==> config.mk <==
export PLATFORM = sky130hd
export DESIGN_NAME = rangefinder_modbus_reply_receiver_unit
export DESIGN_NICKNAME = d
export VERILOG_FILES = /design/src/sv/rmr_pkg.sv /design/src/sv/rmr_front.sv /design/src/sv/rmr_cmd_fifo.sv /design/src/sv/rmr_back.sv /design/src/sv/rangefinder_modbus_reply_receiver_unit.sv
export SDC_FILE = /design/constraint.sdc
export NUM_CORES = 1
export LEC_CHECK = 0
export BUFFER_PORTS_ARGS = -buffer_cell sky130_fd_sc_hd__buf_2
export CAP_MARGIN = 20
export CORE_MARGIN = 1.5
export CORE_UTILIZATION = 55
export CTS_CLUSTER_SIZE = 28
export DETAILED_ROUTE_END_ITERATION = 16
export PLACE_DENSITY = 0.73
export SYNTH_ARGS = -nofsm -noshare
export SYNTH_HDL_FRONTEND = slang
export SYNTH_SLANG_ARGS = --single-unit
==> constraint.sdc <==
create_clock -name clk -period 9.25 [get_ports clk]
set_input_delay 0.925 -clock clk [delete_from_list [all_inputs] [get_ports clk]]
set_output_delay 0.925 -clock clk [all_outputs]
set_load 0.1 [all_outputs]
==> src/sv/rmr_pkg.sv <==
`default_nettype none
// ---------------------------------------------------------------------------
// rmr_pkg: shared types and constants of the rangefinder reply receiver
// Frame layout, CRC-16 step, command item between the front and the back,
// and configuration register indexes.
// ---------------------------------------------------------------------------
package rmr_pkg;

    // frame layout: addr, func, count, dist hi/lo, conf hi/lo, crc lo, crc hi
    localparam logic [3:0] ADDR_IDX       = 4'd0;
    localparam logic [3:0] FUNC_IDX       = 4'd1;
    localparam logic [3:0] PAY_FIRST_IDX  = 4'd3;
    localparam logic [3:0] PAY_LAST_IDX   = 4'd6;
    localparam logic [3:0] CRC_LOW_IDX    = 4'd7;
    localparam logic [3:0] LAST_BYTE_IDX  = 4'd8;
    localparam logic [3:0] FRAME_DONE_IDX = 4'd9;

    localparam logic [15:0] CRC_INIT  = 16'hFFFF;
    localparam logic [15:0] CRC_POLY  = 16'hA001;
    localparam logic [7:0]  FUNC_READ = 8'h03;

    // input item kinds (tuser bit 0)
    localparam logic REQ_BYTE = 1'b0;
    localparam logic REQ_TICK = 1'b1;

    // result item kinds (m_axis_tuser)
    localparam logic RES_READING = 1'b0;
    localparam logic RES_LINK    = 1'b1;

    // configuration register indexes
    localparam logic [1:0] CFG_SLAVE_ADDR    = 2'd0;
    localparam logic [1:0] CFG_OUT_OF_RANGE  = 2'd1;
    localparam logic [1:0] CFG_OFFLINE_LIMIT = 2'd2;

    localparam logic [7:0]  SLAVE_ADDR_RST    = 8'd1;
    localparam logic [15:0] OUT_OF_RANGE_RST  = 16'd5000;
    localparam logic [7:0]  OFFLINE_LIMIT_RST = 8'd60;
    localparam logic [7:0]  OFFLINE_SAT       = 8'hFF;

    localparam int FIFO_DEPTH = 4;
    localparam int FIFO_AW    = $clog2(FIFO_DEPTH);

    localparam int OUT_DATA_W = 40;

    typedef enum logic {
        CMD_FRAME = 1'b0,
        CMD_TICK  = 1'b1
    } cmd_kind_t;

    typedef struct packed {
        cmd_kind_t   kind;
        logic        addr_match;
        logic        crc_ok;
        logic        is_read;
        logic [15:0] distance;
        logic [15:0] confidence;
    } cmd_t;

    typedef struct packed {
        logic full;
        logic empty;
    } fifo_stat_t;

    typedef struct packed {
        logic        kind;
        logic [15:0] distance_mm;
        logic [15:0] confidence;
        logic        crc_ok;
        logic        online;
    } res_t;

    // one byte of CRC-16, reflected polynomial, eight shifts unrolled
    function automatic logic [15:0] crc16_byte(input logic [15:0] crc_in,
                                               input logic [7:0]  b);
        logic [15:0] c;
        c = crc_in ^ {8'h00, b};
        for (int k = 0; k < 8; k++)
        begin
            c = c[0] ? ((c >> 1) ^ CRC_POLY) : (c >> 1);
        end
        return c;
    endfunction

endpackage
`default_nettype wire

==> src/sv/rmr_front.sv <==
`default_nettype none
// ---------------------------------------------------------------------------
// rmr_front: byte framing and CRC
// Tracks the byte index, runs the CRC over the first seven bytes, captures
// address match, function code and payload, and pushes one command item
// per completed frame or heartbeat tick.
// ---------------------------------------------------------------------------
module rmr_front (
    input  wire logic          clk,
    input  wire logic          rst_n,
    input  wire logic          s_axis_tvalid,
    output logic               s_axis_tready,
    input  wire logic [7:0]    s_axis_tdata,   // [7:0] rx_byte
    input  wire logic [1:0]    s_axis_tuser,   // [0] req_type, [1] frame_start
    input  wire logic [7:0]    slave_address,
    input  wire rmr_pkg::fifo_stat_t fifo_stat,
    output logic               push,
    output rmr_pkg::cmd_t      push_cmd
);
    import rmr_pkg::*;

    logic [3:0]  idx_reg, idx_next;
    logic [15:0] crc_reg, crc_next;
    logic        match_reg, match_next;
    logic [7:0]  func_reg, func_next;
    logic [31:0] payload_reg, payload_next;
    logic [7:0]  crc_low_reg, crc_low_next;

    logic        accept;
    logic        is_tick;
    logic        start;
    logic [3:0]  idx_cur;
    logic [15:0] crc_cur;
    logic        in_frame;

    assign s_axis_tready = !fifo_stat.full;
    assign accept        = s_axis_tvalid && !fifo_stat.full;
    assign is_tick       = (s_axis_tuser[0] == REQ_TICK);
    assign start         = s_axis_tuser[1];
    assign idx_cur       = start ? ADDR_IDX : idx_reg;
    assign crc_cur       = start ? CRC_INIT : crc_reg;
    assign in_frame      = (idx_cur < FRAME_DONE_IDX);

    always_comb
    begin
        idx_next     = idx_reg;
        crc_next     = crc_reg;
        match_next   = match_reg;
        func_next    = func_reg;
        payload_next = payload_reg;
        crc_low_next = crc_low_reg;
        if (accept && !is_tick)
        begin
            idx_next = idx_cur;
            crc_next = crc_cur;
            if (in_frame)
            begin
                if (idx_cur < CRC_LOW_IDX)
                begin
                    crc_next = crc16_byte(crc_cur, s_axis_tdata);
                end
                if (idx_cur == ADDR_IDX)
                begin
                    match_next = (s_axis_tdata == slave_address);
                end
                if (idx_cur == FUNC_IDX)
                begin
                    func_next = s_axis_tdata;
                end
                if (idx_cur inside {[PAY_FIRST_IDX:PAY_LAST_IDX]})
                begin
                    payload_next = {payload_reg[23:0], s_axis_tdata};
                end
                if (idx_cur == CRC_LOW_IDX)
                begin
                    crc_low_next = s_axis_tdata;
                end
                idx_next = idx_cur + 4'd1;
            end
        end
    end

    // push on ticks and on the last byte of a frame
    assign push = accept && (is_tick || (in_frame && idx_cur == LAST_BYTE_IDX));

    always_comb
    begin
        push_cmd.kind       = is_tick ? CMD_TICK : CMD_FRAME;
        push_cmd.addr_match = match_reg;
        push_cmd.crc_ok     = ({s_axis_tdata, crc_low_reg} == crc_cur);
        push_cmd.is_read    = (func_reg == FUNC_READ);
        push_cmd.distance   = payload_reg[31:16];
        push_cmd.confidence = payload_reg[15:0];
    end

    always_ff @(posedge clk or negedge rst_n)
    begin
        if (!rst_n)
        begin
            idx_reg     <= ADDR_IDX;
            crc_reg     <= CRC_INIT;
            match_reg   <= 1'b0;
            func_reg    <= 8'h00;
            payload_reg <= 32'h0;
            crc_low_reg <= 8'h00;
        end
        else
        begin
            idx_reg     <= idx_next;
            crc_reg     <= crc_next;
            match_reg   <= match_next;
            func_reg    <= func_next;
            payload_reg <= payload_next;
            crc_low_reg <= crc_low_next;
        end
    end

endmodule
`default_nettype wire

==> src/sv/rmr_cmd_fifo.sv <==
`default_nettype none
// ---------------------------------------------------------------------------
// rmr_cmd_fifo: command queue between front and back
// Small circular buffer of command items with full and empty status.
// ---------------------------------------------------------------------------
module rmr_cmd_fifo (
    input  wire logic           clk,
    input  wire logic           rst_n,
    input  wire logic           push,
    input  wire rmr_pkg::cmd_t  push_cmd,
    input  wire logic           pop,
    output rmr_pkg::cmd_t       pop_cmd,
    output rmr_pkg::fifo_stat_t stat
);
    import rmr_pkg::*;

    cmd_t               mem [FIFO_DEPTH];
    logic [FIFO_AW-1:0] wr_ptr_reg;
    logic [FIFO_AW-1:0] rd_ptr_reg;
    logic [FIFO_AW:0]   count_reg;
    logic [FIFO_AW:0]   count_next;

    assign stat.full  = (count_reg == (FIFO_AW+1)'(FIFO_DEPTH));
    assign stat.empty = (count_reg == '0);
    assign pop_cmd    = mem[rd_ptr_reg];

    always_comb
    begin
        count_next = count_reg;
        if (push && !pop)
        begin
            count_next = count_reg + 1'b1;
        end
        else if (pop && !push)
        begin
            count_next = count_reg - 1'b1;
        end
    end

    always_ff @(posedge clk)
    begin
        if (push)
        begin
            mem[wr_ptr_reg] <= push_cmd;
        end
    end

    always_ff @(posedge clk or negedge rst_n)
    begin
        if (!rst_n)
        begin
            wr_ptr_reg <= '0;
            rd_ptr_reg <= '0;
            count_reg  <= '0;
        end
        else
        begin
            if (push)
            begin
                wr_ptr_reg <= wr_ptr_reg + 1'b1;
            end
            if (pop)
            begin
                rd_ptr_reg <= rd_ptr_reg + 1'b1;
            end
            count_reg <= count_next;
        end
    end

endmodule
`default_nettype wire

==> src/sv/rmr_back.sv <==
`default_nettype none
// ---------------------------------------------------------------------------
// rmr_back: reading store, offline watchdog and result register
// Carries out frame and tick commands, keeps the stored reading and the
// link state, and holds each result in an output register.
// ---------------------------------------------------------------------------
module rmr_back (
    input  wire logic                         clk,
    input  wire logic                         rst_n,
    input  wire rmr_pkg::fifo_stat_t          fifo_stat,
    output logic                              pop,
    input  wire rmr_pkg::cmd_t                pop_cmd,
    input  wire logic [15:0]                  out_of_range_mm,
    input  wire logic [7:0]                   offline_limit,
    output logic                              m_axis_tvalid,
    input  wire logic                         m_axis_tready,
    // [15:0] distance_mm, [31:16] confidence, [32] crc_ok, [33] online, zero pad
    output logic [rmr_pkg::OUT_DATA_W-1:0]    m_axis_tdata,
    output logic                              m_axis_tuser   // result_kind
);
    import rmr_pkg::*;

    logic [15:0] dist_reg, dist_next;
    logic [15:0] conf_reg, conf_next;
    logic [7:0]  cnt_reg, cnt_next;
    logic        online_reg, online_next;
    logic        out_valid_reg, out_valid_next;
    res_t        res_reg, res_next;
    logic        load;
    logic [7:0]  cnt_inc;

    assign pop     = !fifo_stat.empty && (!out_valid_reg || m_axis_tready);
    assign cnt_inc = (cnt_reg != OFFLINE_SAT) ? cnt_reg + 8'd1 : cnt_reg;

    always_comb
    begin
        dist_next   = dist_reg;
        conf_next   = conf_reg;
        cnt_next    = cnt_reg;
        online_next = online_reg;
        res_next    = res_reg;
        load        = 1'b0;
        if (pop)
        begin
            if (pop_cmd.kind == CMD_TICK)
            begin
                if (cnt_inc > offline_limit)
                begin
                    cnt_next    = offline_limit;
                    online_next = 1'b0;
                end
                else
                begin
                    cnt_next    = cnt_inc;
                    online_next = 1'b1;
                end
                load                 = 1'b1;
                res_next.kind        = RES_LINK;
                res_next.distance_mm = 16'd0;
                res_next.confidence  = conf_reg;
                res_next.crc_ok      = 1'b0;
                res_next.online      = online_next;
            end
            else
            begin
                cnt_next = 8'd0;
                if (pop_cmd.addr_match)
                begin
                    load            = 1'b1;
                    res_next.kind   = RES_READING;
                    res_next.online = online_reg;
                    if (!pop_cmd.crc_ok)
                    begin
                        res_next.distance_mm = 16'd0;
                        res_next.confidence  = conf_reg;
                        res_next.crc_ok      = 1'b0;
                    end
                    else
                    begin
                        if (pop_cmd.is_read)
                        begin
                            dist_next = pop_cmd.distance;
                            conf_next = pop_cmd.confidence;
                        end
                        // zero confidence: report the out-of-range distance
                        res_next.distance_mm = (conf_next == 16'd0) ? out_of_range_mm
                                                                    : dist_next;
                        res_next.confidence  = conf_next;
                        res_next.crc_ok      = 1'b1;
                    end
                end
            end
        end
    end

    always_comb
    begin
        if (load)
        begin
            out_valid_next = 1'b1;
        end
        else if (m_axis_tready)
        begin
            out_valid_next = 1'b0;
        end
        else
        begin
            out_valid_next = out_valid_reg;
        end
    end

    always_ff @(posedge clk)
    begin
        if (load)
        begin
            res_reg <= res_next;
        end
    end

    always_ff @(posedge clk or negedge rst_n)
    begin
        if (!rst_n)
        begin
            dist_reg      <= 16'd0;
            conf_reg      <= 16'd0;
            cnt_reg       <= OFFLINE_SAT;
            online_reg    <= 1'b0;
            out_valid_reg <= 1'b0;
        end
        else
        begin
            dist_reg      <= dist_next;
            conf_reg      <= conf_next;
            cnt_reg       <= cnt_next;
            online_reg    <= online_next;
            out_valid_reg <= out_valid_next;
        end
    end

    assign m_axis_tvalid = out_valid_reg;
    assign m_axis_tuser  = res_reg.kind;
    assign m_axis_tdata  = {{(OUT_DATA_W-34){1'b0}}, res_reg.online, res_reg.crc_ok,
                            res_reg.confidence, res_reg.distance_mm};

endmodule
`default_nettype wire

==> src/sv/rangefinder_modbus_reply_receiver_unit.sv <==
`default_nettype none
// ---------------------------------------------------------------------------
// rangefinder_modbus_reply_receiver_unit: Modbus RTU rangefinder reply receiver
// Parses 9-byte replies, checks CRC-16, stores the reading and runs an
// offline watchdog on heartbeat ticks.
// ---------------------------------------------------------------------------
// Usage:
//   s_axis: one item per received byte or heartbeat tick. tuser[0] selects
//   byte (0) or tick (1); tuser[1] marks the first byte of a frame.
//   m_axis: at most one result per item: a reading on the ninth byte of a
//   frame whose address matches, or a link status after every tick.
//   cfg: write channel, index 0 slave address, 1 out-of-range distance,
//   2 offline limit; other indexes are dropped. cfg_ready is always high.
//   Throughput is one item per cycle while the command queue is not full.
//   A result is registered: the front writes the command queue on the
//   accepting edge and the back loads its result register from the queue.
//   When m_axis stalls, the 4-entry command queue absorbs items and s_axis
//   drops tready only once it is full; nothing is lost.
//   Reset clears the frame index and CRC, the stored reading, the queue and
//   the result valid flag; the watchdog starts saturated, the link offline,
//   and the registers take their default values.
// ---------------------------------------------------------------------------
module rangefinder_modbus_reply_receiver_unit (
    input  wire logic                       clk,
    input  wire logic                       rst_n,
    input  wire logic                       s_axis_tvalid,
    output logic                            s_axis_tready,
    input  wire logic [7:0]                 s_axis_tdata,   // [7:0] rx_byte
    input  wire logic [1:0]                 s_axis_tuser,   // [0] req_type, [1] frame_start
    output logic                            m_axis_tvalid,
    input  wire logic                       m_axis_tready,
    // [15:0] distance_mm, [31:16] confidence, [32] crc_ok, [33] online, zero pad
    output logic [rmr_pkg::OUT_DATA_W-1:0]  m_axis_tdata,
    output logic                            m_axis_tuser,   // [0] result_kind
    input  wire logic                       cfg_valid,
    output logic                            cfg_ready,
    input  wire logic [1:0]                 cfg_index,
    input  wire logic [15:0]                cfg_data
);
    import rmr_pkg::*;

    logic [7:0]  slave_address_reg;
    logic [15:0] out_of_range_reg;
    logic [7:0]  offline_limit_reg;

    logic       push;
    cmd_t       push_cmd;
    logic       pop;
    cmd_t       pop_cmd;
    fifo_stat_t fifo_stat;

    assign cfg_ready = 1'b1;

    always_ff @(posedge clk or negedge rst_n)
    begin
        if (!rst_n)
        begin
            slave_address_reg <= SLAVE_ADDR_RST;
            out_of_range_reg  <= OUT_OF_RANGE_RST;
            offline_limit_reg <= OFFLINE_LIMIT_RST;
        end
        else if (cfg_valid)
        begin
            case (cfg_index)
                CFG_SLAVE_ADDR:    slave_address_reg <= cfg_data[7:0];
                CFG_OUT_OF_RANGE:  out_of_range_reg  <= cfg_data;
                CFG_OFFLINE_LIMIT: offline_limit_reg <= cfg_data[7:0];
                default:           ;
            endcase
        end
    end

    rmr_front u_front (
        .clk           (clk),
        .rst_n         (rst_n),
        .s_axis_tvalid (s_axis_tvalid),
        .s_axis_tready (s_axis_tready),
        .s_axis_tdata  (s_axis_tdata),
        .s_axis_tuser  (s_axis_tuser),
        .slave_address (slave_address_reg),
        .fifo_stat     (fifo_stat),
        .push          (push),
        .push_cmd      (push_cmd)
    );

    rmr_cmd_fifo u_fifo (
        .clk      (clk),
        .rst_n    (rst_n),
        .push     (push),
        .push_cmd (push_cmd),
        .pop      (pop),
        .pop_cmd  (pop_cmd),
        .stat     (fifo_stat)
    );

    rmr_back u_back (
        .clk             (clk),
        .rst_n           (rst_n),
        .fifo_stat       (fifo_stat),
        .pop             (pop),
        .pop_cmd         (pop_cmd),
        .out_of_range_mm (out_of_range_reg),
        .offline_limit   (offline_limit_reg),
        .m_axis_tvalid   (m_axis_tvalid),
        .m_axis_tready   (m_axis_tready),
        .m_axis_tdata    (m_axis_tdata),
        .m_axis_tuser    (m_axis_tuser)
    );

endmodule
`default_nettype wire

==> out/qor_table.md <==
| Metric | This run | Unit |
| --- | --- | --- |
| Die Span Y | 164.9 | um |
| Kind of end point of the critical path | register | - |
| Clock buffers created by TritonCTS | 35 | - |
| Number of gates resized after cts | 0 | - |
| Number of I/O port buffers | 69 | - |
| Tmin final | 3.667 | ns |
| Min-delay worst type | input pin to async pin | - |
| # fillers | 1,856 | - |
| Reg clk slew, reported paths | 0.06 | ns |
| Setup-violating endpoint count in the final report | 0 | - |
| Critical Path AT | 4.09 | ns |
| Peak fanout along the critical path | 38 | - |
| Total number of H-tree levels | 2 | - |
| Most used standard cells in the synthesized netlist | edfxtp_1 (179), mux2_2 (131), dfrtp_1 (116) | - |
| Max Buffers Root-to-Sink | 3 | - |
| Max Clock Freq | 272.7 | MHz |
| CTS tree | done | - |
| Largest net degree at the start of global routing | 88 | - |
| Sinks on the clock net | 329 | - |
| Area growth, synth to finish | 11.55 | % |
| Number of primary I/O pins | 77 | - |
| CTS Root Cell | clkbuf_16 | - |
| Transition time of the tightest slew-check pin | 0.9853 | ns |
| Met2 usage in global routing | 0.3531 | - |
| Post-route clock period utilization | 0.3964 | - |
| RSZ-0062 raised after global routing | no | - |
| Register-to-Register Setup Slack | 5.64 | ns |
| Placer Congestion | 0.7991 | - |
| Per-cell via count in the routed design | 5.731 | - |
| Cell area after synthesis | 14,420 | um^2 |
| Number of global-route vias before repair | 7,866 | - |
| Proportion of synthesized flip-flops having asynchronous set or reset | 0.4559 | - |
| Avg WL per Cell | 20.39 | um |
| Core area | 25,910 | um^2 |
| Latest clock arrival within the worst-skew pair | 0.51 | ns |
| Fin Clk Skew | 0.02455 | ns |
| Detailed Place HPWL | 16.95 | mm |
| Result of the run | completed | - |
| DRC | 0 | - |
| Data required time of the critical path | 9.68 | ns |
| Setup total negative slack | 0 | ns |
| Number of unique standard cell types used by synthesis | 61 | - |
| Count of flip-flops with a built-in enable after synthesis | 179 | - |
| Routed Antenna Nets | 0 | - |
| Leading area contributor after synthesis | edfxtp_1 | - |
| Pins Over Slew Limit | 0 | - |
| CP Class | input pin to register | - |
| Wire length after detailed routing | 27.44 | mm |
| Primary flip-flop cell chosen by synthesis mapping | edfxtp_1 | - |
| Via count | 7,714 | - |
| Post-Synthesis Cells | 916 | - |
| Number of core rows | 59 | - |
| Buffer count from post-CTS setup fixing | 0 | - |
| Number of nets in the layout | 1,036 | - |
| Max FFs per register | 144 | - |
| Pleak | 6.409 | nW |
| Number of max-capacitance violations reported | 0 | - |
| Max rail drop VDD | 0.0003130 | V |
| Number of endpoints with negative hold slack in the final report | 0 | - |
| Avg Synthesized Cell Area | 15.74 | um^2 |
| Met3 track demand over resource | 0.03064 | - |
| N_diodes | 0 | - |
| Fraction of layout cells with a size suffix above 1 | 0.3432 | - |
| Global Route Usage Sum | 0.2103 | - |
| Power density over cell area | 367.9 | nW/um^2 |
| Number of synthesized register bits | 329 | - |
| Starting density of the core | 0.5565 | - |
| Starting DRT DRC Count | 560 | - |
| Top Usage Layer GRT | met2 | - |
| Proportion of synthesized chip area in sequential cells | 0.6361 | - |
| Worst hold slack | 0.4818 | ns |
| Worst slew margin relative to its limit | 0.3432 | - |
| Leftover overflow at the end of global routing | 0 | - |
| Number of antenna violations at the first check in global routing | 0 | - |
| Largest cells by area after synthesis | edfxtp_1 (37%), dfrtp_1 (20%), mux2_2 (10%) | - |
| First-pass iteration count of the detailed router | 4 | - |
| Horizontal extent of the die | 164.9 | um |
| Met1 demand-to-capacity share in global routing | 0.2909 | - |
| Hold-fix buffers, CTS | 0 | - |
| Portion of synthesized cell area occupied by the leading cell type | 0.3728 | - |
| Die footprint | 27,200 | um^2 |
| First-pass GRT wire length | 43.57 | mm |
| Yosys warns | 0 | - |
| Worst Setup Start Kind | input pin | - |
| Most frequent cell after synthesis | edfxtp_1 | - |
worst max-delay path, stage by stage:
cell and delay [ns]:
buf_2 0.51, clkinv_1 0.43, nand2_1 0.22, inv_1 0.08, ha_1 0.26, a21o_1 0.19, nand2_1 0.26, nand2_1 0.48
o32a_1 0.49, o221a_2 0.24
logic make-up (layout without fill, tap and decap cells):
group	count (synthesis)	in the layout	synth area share
fa+ha+maj	19	19	0.01701
buf+inv	72	162	0.02907
simple gates	144	144	0.04799
mux	209	209	0.1970
flops	329	329	0.6361
xor+xnor	52	52	0.03350
compound gates	89	89	0.03888
other cells	2	7	0.0005208
final cells by class:
type                       count  area, um^2  area share
clock inverter                14       135.1    0.008401
timing repair buffer          81       451.7     0.02808
sequential                   329        9173      0.5703
tap                          335       419.2     0.02606
clock buffer                  50       983.4     0.06114
multi-input combinational    520        4856      0.3019
inverter                      17       66.31    0.004123
placed cells by master, fill, tap and decap left out, types with 6 or more instances in the layout:
master / instances
mux2_4: 17
o21ai_0: 18
ha_1: 18
o22ai_1: 12
mux2_2: 131
clkbuf_1: 11
mux4_2: 21
dfrtp_1: 115
clkbuf_16: 36
mux2i_1: 25
inv_1: 14
nor4_1: 12
nor3_1: 8
a21oi_1: 27
buf_2: 69
clkinv_1: 6
edfxtp_1: 179
nand3_1: 6
mux4_4: 6
mux4_1: 9
xor2_1: 18
buf_4: 10
xnor2_1: 32
conb_1: 7
nor2_1: 46
dfstp_2: 34
nand2_1: 39
nor3b_1: 6
final timing paths:
check | start | to | depth (start not counted)
setup / recovery | s_axis_tuser[1] | u_front.crc_reg[7] | 10
hold / removal | rst_n | u_back.conf_reg[12] | 1
setup reg to reg | u_fifo.rd_ptr_reg[0] | u_back.conf_reg[0] | 7
hold reg to reg | u_back.online_reg | u_back.online_reg | 2
max in group asynchronous | rst_n | u_fifo.rd_ptr_reg[0] | 2
min in group clk | u_back.online_reg | u_back.online_reg | 2
layer usage:
layer | up-vias | wire (um)
met3 | 41 | 1097
met4 | 0 | 497
met5 | - | 0
met2 | 155 | 13690
met1 | 3955 | 12150
li1 | 3563 | -
metrics by stage:
step	util	instance area, um^2	worst slack (ns)	power [mW]	cells
floorplan	-	14440	5.764	4.168	921
global placement	0.5766	14940	5.243	4.536	1280
detailed placement	0.5766	14940	5.137	4.591	1280
CTS	0.6198	16060	5.532	5.959	1344
global route	0.6207	16080	5.230	6.219	1346
finish	0.6207	16080	5.583	5.918	1346
power breakdown:
| part | total [mW] | internal (mW) | switching, mW |
|---|---|---|---|
| Clock | 1.35 | 0.801 | 0.551 |
| Sequential | 2.39 | 2.10 | 0.294 |
| Combinational | 2.17 | 0.803 | 1.37 |
(Power assumes the default switching activity.)
